$ cat src/rtl/lpht_ram.sv
// generic single write port, single read port ram with registered read
module lpht_ram #(
	parameter int WIDTH = 8,
	parameter int DEPTH = 16
) (
	input  logic                     clk,
	input  logic                     wr_en,
	input  logic [$clog2(DEPTH)-1:0] wr_addr,
	input  logic [WIDTH-1:0]         wr_data,
	input  logic [$clog2(DEPTH)-1:0] rd_addr,
	output logic [WIDTH-1:0]         rd_data
);
	logic [WIDTH-1:0] mem [DEPTH];

	always_ff @(posedge clk) begin
		if (wr_en) begin
			mem[wr_addr] <= wr_data;
		end
		rd_data <= mem[rd_addr];
	end
endmodule

$ cat config.mk
export PLATFORM = sky130hd
export DESIGN_NAME = lpht_ram
export DESIGN_NICKNAME = d
export VERILOG_FILES = /design/src/rtl/lpht_ram.sv
export SDC_FILE = /design/constraint.sdc
export NUM_CORES = 1
export LEC_CHECK = 0
export BUFFER_PORTS_ARGS = -buffer_cell sky130_fd_sc_hd__clkbuf_2
export CORE_ASPECT_RATIO = 1.1
export CORE_UTILIZATION = 25
export DETAILED_ROUTE_END_ITERATION = 12
export GPL_TIMING_DRIVEN = 0
export HOLD_SLACK_MARGIN = 0.15
export SETUP_SLACK_MARGIN = 0.3
export SLEW_MARGIN = 20
export SYNTH_ARGS = -nofsm -noshare
export SYNTH_HDL_FRONTEND = slang
export SYNTH_SLANG_ARGS = --single-unit
$ cat constraint.sdc
create_clock -name clk -period 2.1 [get_ports clk]
set_input_delay 0.315 -clock clk [delete_from_list [all_inputs] [get_ports clk]]
set_output_delay 0.315 -clock clk [all_outputs]
set_load 0.01 [all_outputs]
==> results.yml <==
routing:
  routed_wl_mm: 10.4
  vias: 2391
  drc: 3
  drt_pre_antenna_iters: 8
  ant_nets: 0
  wl_per_cell_um: 19.4
  drt_iter0_markers: 284
  viasPerCell: 4.45
layout:
  antenna_cells: 0
  fin_util_pct: 30.6
  fin_area_um2: 6120
  fillers: 1939
  fin_nets: 290
  syn2layout_area_growth_pct: 18.9
  drive_gt1_share_pct: 28.1
placement:
  port_buffers: 24
  dpl_cell_area_um2: 5600
  gp_congestion: 0.692
  hpwl_mm: 6.64
  place_ws_ns: 0.0567
timing:
  slew_headroom_pct: 43.0
  drv_slew: 0
  skew_ns: 0.00578
  clock.fmax_mhz: 632
  fin_hold_ws_ns: 0.365
  period_share_pct: 75.4
  min_period_ns: 1.58
  setup_slack_ns: 0.517
  final-hold-violation-count: 0
  finalSetupViolCount: 0
  rsz0062_at_grt: "false"
  worst_pin_slew_ns: 0.852
pwr:
  seqPwrFrac_pct: 51.2
  ir_drop_mv: 0.633
  p_int_w: 0.00475
  p_total_w: 0.00596
  p_clk_share_pct: 43.8
  p_sw_w: 0.00121
  power.leakage_nw: 2.00
  power_density_nw_per_um2: 974
  p_comb_share_pct: 5.0
  swShare_pct: 20.4
worst_setup_path:
  slowest_stage: "nor2_1"
  end_kind: "flop"
  path_cells: "clkbuf_2 > or3b_2 > nor2_1"
  worst_setup_path_start_kind: "input pin"
  path_class: "in2reg"
  slowest_delay_ns: 0.67
  cp.buffers_inverters: 1
  crit_required_ns: 2.14
  path_max_fanout: 8
  cp.arrival_ns: 1.62
  path_delay_family: "simple AND/OR/NAND/NOR gates"
clock_network:
  ctsHoldBuffers: 0
  clk_pin_slew_worst_paths_ns: 0.05
  numCtsBuffers: 17
  cts-root-buf: "clkbuf_16"
  clock_latency_ns: 0.42
  cts.sinks: 136
  cts_resized: 0
  cts_tree: "done"
  htreeDepth: 4
  post_cts_buffers: 0
  cts_buffer_depth: 2
synthesis:
  netlist.area_leader.share_pct: 74.7
  syn_area_um2: 5150
  synth_cells: 229
  synth_cell_types: 19
  ys_ff_latch: 136
  synth_area_leaders: "edfxtp_1, mux4_2, mux4_1"
  yosysSeqAreaShare_pct: 77.8
  yosysWarnings: 0
  synth.avg_cell_area_um2: 22.5
  synth_top_area_cell: "edfxtp_1"
  synth_nets: 247
grt:
  first_global_vias: 2476
  antenna_found_initial: 0
  grt_usage_pct: 10.7
  grt-ovfl-total: 0
  grt_pass1_wl_mm: 15.9
  grt_max_degree: 17
floorplan:
  die-width_um: 139
  die_h_um: 152
  fp.coreArea_um2: 20000
  ios: 26
  start_util_pct: 25.7
  row_count: 54
  dieArea_um2: 21200
min_path:
  hold_class: "in2reg"
job:
  drv_cap: 0
run_status:
  failed_checks: "DRC"
  outcome: "complete, but fails checks"
-- logic make-up (layout without fill, tap and decap cells) --
| kind of cell | count (synthesis) | in the layout | share of synthesized area, % |
|---|---|---|---|
| buffers and inverters | 10 | 66 | 1.68 |
| DFF | 136 | 136 | 77.8 |
| AOI/OAI and AO/OA | 16 | 16 | 2.33 |
| and+or+nand+nor | 35 | 35 | 3.18 |
| muxes | 32 | 32 | 15.0 |
-- cell type report --
type	instances	area (um^2)	share of cell area (%)
clock buffer	27	493	8.05
clock inverter	5	25.0	0.409
tap	252	315	5.15
multi-input combinational	83	1080	17.6
buffer	10	86.3	1.41
sequential	136	4000	65.4
timing repair buffer	24	120	1.96
-- power groups by stage --
| stage | Combinational (W) | Sequential (W) | Clock (W) |
|---|---|---|---|
| final | 0.000299 | 0.00305 | 0.00261 |
| after global routing | 0.000327 | 0.00306 | 0.00277 |
| after CTS | 0.000305 | 0.00305 | 0.00266 |
| after detailed placement | 0.000305 | 0.00311 | 0 |
| after global placement | 0.000295 | 0.00310 | 0 |
| after floorplan | 0.000154 | 0.00311 | 0 |
-- worst register-to-register path: stages (launching register included) --
cell	delay [ns]
edfxtp_1	0.36
mux4_1	0.55
a22oi_1	0.26
nand2_1	0.12
-- path summary, 6_finish.rpt --
check	startpoint	to	slack, ns	depth (start not counted)
worst max-delay path	wr_addr[2]	mem[3][4]$_DFFE_PP_	0.52	3
worst min-delay path	wr_data[5]	mem[6][5]$_DFFE_PP_	0.37	1
worst max register to register	mem[5][2]$_DFFE_PP_	rd_data[2]$_DFF_P_	0.70	3
worst min register to register	mem[8][3]$_DFFE_PP_	rd_data[3]$_DFF_P_	0.68	3
-- synthesized netlist by cell type --
master and instances:
buf_6 3, nor2_1 13, a22oi_1 16, mux4_2 18, buf_2 3, or3b_2 1
edfxtp_1 128, buf_4 1, mux4_1 14, clkdlybuf4s25_2 3, and2b_1 1, nand3b_1 2
and2_1 1, dfxtp_1 8, nand3_1 1, nand2_1 9, nor3_1 4, nor2b_1 1
nand2b_1 2
-- layer usage --
metal | up-vias | wire (um) | track usage, %
met1 | 1240 | 4750 | 14.9
met3 | 16 | 700 | 3.55
met4 | 0 | 182 | 4.29
li1 | 1058 | - | -
met2 | 77 | 4790 | 15.2
met5 | - | 0 | 0
-- cells in the final DEF (no fill, tap or decap), types with 4 or more instances in the layout --
cell,n
edfxtp_1,128
clkbuf_2,24
mux4_2,18
clkbuf_16,17
a22oi_1,16
mux4_1,14
nor2_1,13
nand2_1,9
dfxtp_1,8
clkbuf_1,7
nor3_2,4
-- flip-flops by register name, summed over array words and instances, names as in the netlist --
name	cells
rd_data	8
mem	128
-- per-stage QoR --
step | TNS (ns) | std cells
5_1_grt | 0 | 537
6_report | 0 | 537
3_5_place_dp | 0 | 505
2_1_floorplan | 0 | 229
3_3_place_gp | -0.137 | 505
4_1_cts | 0 | 537
(Power assumes the default switching activity.)
