**config.mk**
```make
export PLATFORM = sky130hd
export DESIGN_NAME = lpht_hash
export DESIGN_NICKNAME = d
export VERILOG_FILES = /design/src/rtl/lpht_pkg.sv /design/src/rtl/lpht_hash.sv
export SDC_FILE = /design/constraint.sdc
export NUM_CORES = 1
export LEC_CHECK = 0
export BUFFER_PORTS_ARGS = -buffer_cell sky130_fd_sc_hd__buf_2
export CAP_MARGIN = 20
export CELL_PAD_IN_SITES_DETAIL_PLACEMENT = 1
export CELL_PAD_IN_SITES_GLOBAL_PLACEMENT = 2
export CORE_ASPECT_RATIO = 0.75
export CORE_UTILIZATION = 46
export DETAILED_ROUTE_END_ITERATION = 10
export GPL_ROUTABILITY_DRIVEN = 0
export MAX_ROUTING_LAYER = met4
export PLACE_DENSITY_LB_ADDON = 0.1
export SLEW_MARGIN = 20
export SYNTH_ARGS = -nofsm -noshare
export SYNTH_HDL_FRONTEND = slang
export SYNTH_SLANG_ARGS = --single-unit
export TNS_END_PERCENT = 1
```
**constraint.sdc**
```tcl
create_clock -name clk -period 13.4 [get_ports clk]
set_input_delay 1.34 -clock clk [delete_from_list [all_inputs] [get_ports clk]]
set_output_delay 1.34 -clock clk [all_outputs]
set_load 0.02 [all_outputs]
```
**src/rtl/lpht_pkg.sv**
```systemverilog
// shared types, codes and hash constants of the linear probe hash table
package lpht_pkg;

	localparam int KEY_W       = 64;
	localparam int VALUE_W     = 64;
	localparam int LEN_W       = 4;
	localparam int OP_W        = 2;
	localparam int STATUS_W    = 2;
	localparam int ENTRY_CNT_W = 6;
	localparam int BYTE_IDX_W  = 3;

	// fnv-1a 64: the prime is 2^40 + 0x1b3, so the multiply is a shift plus a narrow product
	localparam logic [KEY_W-1:0] FNV_BASIS = 64'hCBF2_9CE4_8422_2325;
	localparam logic [8:0]       FNV_LOW   = 9'h1B3;
	localparam int               FNV_SHIFT = 40;

	typedef enum logic [OP_W-1:0] {
		OP_GET  = 2'd0,
		OP_SET  = 2'd1,
		OP_DEL  = 2'd2,
		OP_NONE = 2'd3
	} op_t;

	typedef enum logic [STATUS_W-1:0] {
		ST_OK       = 2'd0,
		ST_INSERTED = 2'd1,
		ST_NOTFOUND = 2'd2,
		ST_FULL     = 2'd3
	} status_t;

	typedef enum logic [3:0] {
		S_CLEAR,
		S_IDLE,
		S_HASH,
		S_PRD,
		S_PCHK,
		S_GRD,
		S_GCHK,
		S_GHASH,
		S_GFREE,
		S_RESP
	} state_t;

	typedef enum logic [1:0] {
		H_IDLE,
		H_BYTE,
		H_MOD,
		H_FIX
	} hash_state_t;

	typedef struct packed {
		logic             used;
		logic [LEN_W-1:0] key_len;
		logic [KEY_W-1:0] key;
		logic [VALUE_W-1:0] value;
	} entry_t;

	typedef struct packed {
		logic             start;
		logic [KEY_W-1:0] key;
		logic [LEN_W-1:0] len;
	} hash_req_t;

endpackage

```
**src/rtl/lpht_hash.sv**
```systemverilog
// iterative fnv-1a hash, one key byte a cycle, then reduction to a slot index
module lpht_hash import lpht_pkg::*; #(
	parameter int TABLE_SLOTS = 64
) (
	input  logic                           clk,
	input  logic                           arst_n,
	input  hash_req_t                      req,
	output logic                           done,
	output logic [$clog2(TABLE_SLOTS)-1:0] slot
);
	localparam int  AW   = $clog2(TABLE_SLOTS);
	localparam bit  POW2 = (TABLE_SLOTS == (1 << AW));
	localparam int  MD_W = AW + 8;
	// reciprocal of the table size, scaled by 2^MD_W and rounded down
	localparam logic [MD_W-1:0] RECIP = MD_W'((64'd1 << MD_W) / 64'(TABLE_SLOTS));

	hash_state_t           hstate_q;
	logic [KEY_W-1:0]      h_q;
	logic [KEY_W-1:0]      key_q;
	logic [LEN_W-1:0]      len_q;
	logic [BYTE_IDX_W-1:0] byte_q;
	logic [AW-1:0]         rem_q;
	logic [MD_W-1:0]       quo_q;
	logic                  done_q;
	logic [AW-1:0]         slot_q;

	logic [KEY_W-1:0]      mix;
	logic [KEY_W+8:0]      prod;
	logic [KEY_W-1:0]      h_next;
	logic                  last_byte;
	logic [MD_W-1:0]       md_x;
	logic [2*MD_W-1:0]     md_prod;
	logic [MD_W-1:0]       quo_next;
	logic [MD_W-1:0]       qn;
	logic [MD_W-1:0]       diff;
	logic [MD_W-1:0]       rem_fix;

	// one fnv round: xor the byte, multiply by the prime as shift plus narrow product
	always_comb begin
		mix       = h_q ^ {{(KEY_W-8){1'b0}}, key_q[{byte_q, 3'b000} +: 8]};
		prod      = mix * FNV_LOW;
		h_next    = prod[KEY_W-1:0] + (mix << FNV_SHIFT);
		last_byte = ({1'b0, byte_q} + LEN_W'(1)) == len_q;
	end

	// remainder step over one hash byte: quotient estimate, then subtract and correct once
	always_comb begin
		md_x     = {rem_q, h_q[{byte_q, 3'b000} +: 8]};
		md_prod  = md_x * RECIP;
		quo_next = md_prod[2*MD_W-1:MD_W];
		qn       = quo_q * MD_W'(TABLE_SLOTS);
		diff     = md_x - qn;
		rem_fix  = (diff >= MD_W'(TABLE_SLOTS)) ? diff - MD_W'(TABLE_SLOTS) : diff;
	end

	// sequencer for byte rounds and the byte-wise remainder
	always_ff @(posedge clk or negedge arst_n) begin
		if (!arst_n) begin
			hstate_q <= H_IDLE;
			h_q      <= '0;
			key_q    <= '0;
			len_q    <= '0;
			byte_q   <= '0;
			rem_q    <= '0;
			quo_q    <= '0;
			done_q   <= 1'b0;
			slot_q   <= '0;
		end else begin
			done_q <= 1'b0;
			unique case (hstate_q)
				H_IDLE: begin
					if (req.start) begin
						h_q      <= FNV_BASIS;
						key_q    <= req.key;
						len_q    <= req.len;
						byte_q   <= '0;
						hstate_q <= H_BYTE;
					end
				end
				H_BYTE: begin
					h_q <= h_next;
					if (last_byte) begin
						if (POW2) begin
							slot_q   <= h_next[AW-1:0];
							done_q   <= 1'b1;
							hstate_q <= H_IDLE;
						end else begin
							rem_q    <= '0;
							byte_q   <= BYTE_IDX_W'(KEY_W/8-1);
							hstate_q <= H_MOD;
						end
					end else begin
						byte_q <= byte_q + BYTE_IDX_W'(1);
					end
				end
				H_MOD: begin
					quo_q    <= quo_next;
					hstate_q <= H_FIX;
				end
				H_FIX: begin
					rem_q  <= rem_fix[AW-1:0];
					byte_q <= byte_q - BYTE_IDX_W'(1);
					if (byte_q == '0) begin
						slot_q   <= rem_fix[AW-1:0];
						done_q   <= 1'b1;
						hstate_q <= H_IDLE;
					end else begin
						hstate_q <= H_MOD;
					end
				end
				default: hstate_q <= H_IDLE;
			endcase
		end
	end

	assign done = done_q;
	assign slot = slot_q;
endmodule

```
==> flow_metrics.env <==
export IMPL_status="finished clean"
export IMPL_dp_slack_ns=5.739
export IMPL_seq_power_share_pct=44.7
export IMPL_cp_end_kind="register"
export IMPL_clk_path_buf_depth=2
export IMPL_synthToLayoutAreaGrowth_pct=8.559
export IMPL_start_util_pct=47.28
export IMPL_hold_violations=0
export IMPL_num_rows=60
export IMPL_ff_latch_area_sq_mm=0.003557
export IMPL_power_frac_clock_pct=53.2
export IMPL_ys_flop_type="dfrtp_1"
export IMPL_via_count=12680
export IMPL_hpwl_um=45580
export IMPL_io_buffers=77
export IMPL_swShare_pct=24.75
export IMPL_synth_cells=1690
export IMPL_die_y_um=169.4
export IMPL_post_cts_setup_buffers=0
export IMPL_ys_warn_count=0
export IMPL_wl_um=54190
export IMPL_htreeDepth=4
export IMPL_drtIter0Drc=884
export IMPL_placed_cells=2209
export IMPL_worst_slew_pin_transition_ns=0.9738
export IMPL_multi_input_area_sq_mm=0.01223
export IMPL_max_freq_ghz=0.1359
export IMPL_synth_edff_count=0
export IMPL_ys_async_sr_fraction_pct=100.0
export IMPL_p_sw_mw=0.2370
export IMPL_io_pins=78
export IMPL_timing_hold_ws_ns=0.4807
export IMPL_postSynthAreaPerCell_sq_um=10.16
export IMPL_leakage_nw=9.361
export IMPL_rsz0062_at_grt="no"
export IMPL_cellPowerDensity_mw_per_mm2=51.36
export IMPL_drc_errors=0
export IMPL_critical_path_class="reg -> reg"
export IMPL_clk_latency_ns=0.44
export IMPL_overflow=0
export IMPL_pwr_share_comb_pct=2.1
export IMPL_grt_pass1_wl_um=84710
export IMPL_ys_seq_elements=142
export IMPL_detail_route_antenna_nets=0
export IMPL_skew_ns=0.01708
export IMPL_cts_buffers=17
export IMPL_cts_resized=0
export IMPL_drv_slew=0
export IMPL_fin_crit_ns=7.361
export IMPL_grt_max_degree=78
export IMPL_die_area_sq_mm=0.03813
export IMPL_syn_num_nets=2165
export IMPL_yosysUniqueCellTypes=66
export IMPL_synth_seq_area_share_pct=20.69
export IMPL_route_detailed_wl_per_inst_um=24.16
export IMPL_root_buffer="clkbuf_16"
export IMPL_viasPerCell=5.655
export IMPL_instances_no_fill=2243
export IMPL_drive_gt1_share_pct=13.35
export IMPL_cap_violations=0
export IMPL_nets=2207
export IMPL_cts_tree="built"
export IMPL_coreArea_sq_mm=0.03633
export IMPL_worst_setup_path_start_kind="register"
export IMPL_max_slew_margin_rel_pct=35.08
export IMPL_min_period_over_period_pct=54.93
export IMPL_dr_pass1_iters=5
export IMPL_crit_fanout=26
export IMPL_crit_arrival_ns=7.69
export IMPL_grt_total_usage_pct=31.11
export IMPL_fin_ws_ns=6.039
export IMPL_hold_path_class="reg -> reg"
export IMPL_clkTransAtPathRegs_ns=0.07
export IMPL_grt_pass1_vias=14030
export IMPL_antenna_found_initial=2
export IMPL_finalSetupTns_ns=0
export IMPL_vdd_ir_drop_max_mv=0.08174
export IMPL_postCtsHoldBufs=0
export IMPL_clock_sinks=142
export IMPL_fillerInstances=4097
export IMPL_dieWidth_um=225.1
export IMPL_setup_violations_final=0
export IMPL_syn_cell_area_sq_mm=0.01718
export IMPL_p_int_mw=0.7207
export IMPL_crit_required_ns=13.73
[cells in the final DEF, fill, tap and decap left out, types with 10 or more instances in the layout]
master	n
nand3_1	22
nor3_1	15
dfrtp_1	141
a21oi_1	96
a21o_1	41
a211oi_1	11
clkbuf_16	17
buf_2	76
nand2_1	103
nand4_1	10
xnor2_1	44
nor2_1	64
mux2i_1	18
mux2_2	68
fa_1	226
xor2_1	36
a31oi_1	12
o21ai_0	77
mux4_2	28
inv_1	309
ha_1	178
[metal layers]
layer	track usage [%]	wire length, um
met1	44.79	26210
met2	43.14	23110
met3	8.483	3873
met4	7.660	996
met5	-	0
[stage by stage]
| stage | instance area, sq um | total power, mW | utilization [%] |
|---|---|---|---|
| 6_report | 18650 | 0.9577 | 51.32 |
| 5_1_grt | 18650 | 0.9873 | 51.32 |
| 4_1_cts | 18640 | 0.9670 | 51.30 |
| 3_5_place_dp | 18020 | 0.4575 | 49.60 |
| 3_3_place_gp | 18020 | 0.4573 | 49.60 |
| 2_1_floorplan | 17180 | 0.4371 | - |
[Yosys cell counts (4+ instances only)]
library cell	instances	area, sq um
nor2b_1	9	56.30
xnor2_1	44	385.4
mux2i_1	18	180.2
o31ai_1	5	37.54
or3_1	4	25.02
o21bai_1	5	37.54
nor3_1	15	75.07
buf_1	7	26.28
a21oi_1	96	480.5
mux4_2	28	630.6
nand2b_1	8	50.05
nor2_1	66	247.7
o21ai_0	78	390.4
a21o_1	41	307.8
nand3_1	22	110.1
nand2_1	104	390.4
o21ai_1	7	35.03
and2_1	8	50.05
fa_1	226	4524
nor4_1	5	31.28
and3_1	7	43.79
mux2_2	68	765.7
nand4_1	10	62.56
dfrtp_1	142	3553
o21a_1	4	30.03
clkbuf_1	40	150.1
o2111a_1	4	45.04
a211oi_1	11	82.58
inv_1	309	1160
ha_1	178	2227
xor2_1	36	315.3
a31oi_1	12	75.07
o22ai_1	6	37.54
o211ai_1	7	52.55
buf_2	13	65.06
[layout make-up]
type                       count  area share [%]
antenna                        2         0.02684
clock buffer                  17           2.281
clock inverter                15           1.027
inverter                     310           6.240
multi-input combinational   1176           65.60
sequential                   142           19.08
tap                          496           3.328
timing repair buffer          85           2.422
[logic make-up (layout without fill, tap and decap cells)]
group / count (synthesis) / count (layout) / synth area share, %
compound gates: 307 / 307 / 11.23
other cells: 0 / 2 / 0
buf+inv: 372 / 427 / 8.238
fa+ha+maj: 404 / 404 / 39.30
xor+xnor: 80 / 80 / 4.079
mux: 114 / 114 / 9.178
flops: 142 / 142 / 20.69
simple gates: 271 / 271 / 7.284
[sequential cells by signal (all words and copies together) (netlist names), named ones only]
register / count
len_q: 4
slot: 6
done: 1
hstate_q: 1
h_q: 62
byte_q: 3
key_q: 64
[final timing paths]
kind,start,end,slack [ns],depth (start not counted)
worst min-delay path,slot[2],slot[2],0.48,2
worst min register to register,slot[2],slot[2],0.48,2
worst max register to register,byte_q[1],h_q[57],6.04,21
max in group asynchronous,arst_n,key_q[4],11.07,2
worst max-delay path,byte_q[1],h_q[57],6.04,21
min in group asynchronous,arst_n,h_q[57],0.93,1
[critical path, stage by stage, from the launching register on]
cell and delay (ns):
dfrtp_1 0.52, buf_4 0.43, mux4_2 0.27, mux2i_1 0.08
xnor2_1 0.73, ha_1 0.37, inv_1 0.08, fa_1 0.50
inv_1 0.05, fa_1 0.50, fa_1 0.50, ha_1 0.32
ha_1 0.39, o211ai_1 0.11, a211oi_1 0.38, o21bai_1 0.14
a2111oi_0 0.53, nor3_1 0.27, a21oi_1 0.37, nor2_1 0.16
o211a_1 0.24, a211oi_1 0.27
[power by group through the flow]
stage | Clock, mW | Combinational [mW] | Sequential, mW
final | 0.509 | 0.0200 | 0.428
after floorplan | 0 | 0.000355 | 0.437
after detailed placement | 0 | 0.0209 | 0.437
after global routing | 0.536 | 0.0229 | 0.428
after CTS | 0.518 | 0.0210 | 0.428
after global placement | 0 | 0.0206 | 0.437
No activity file was read; power rests on OpenSTA's default activity.
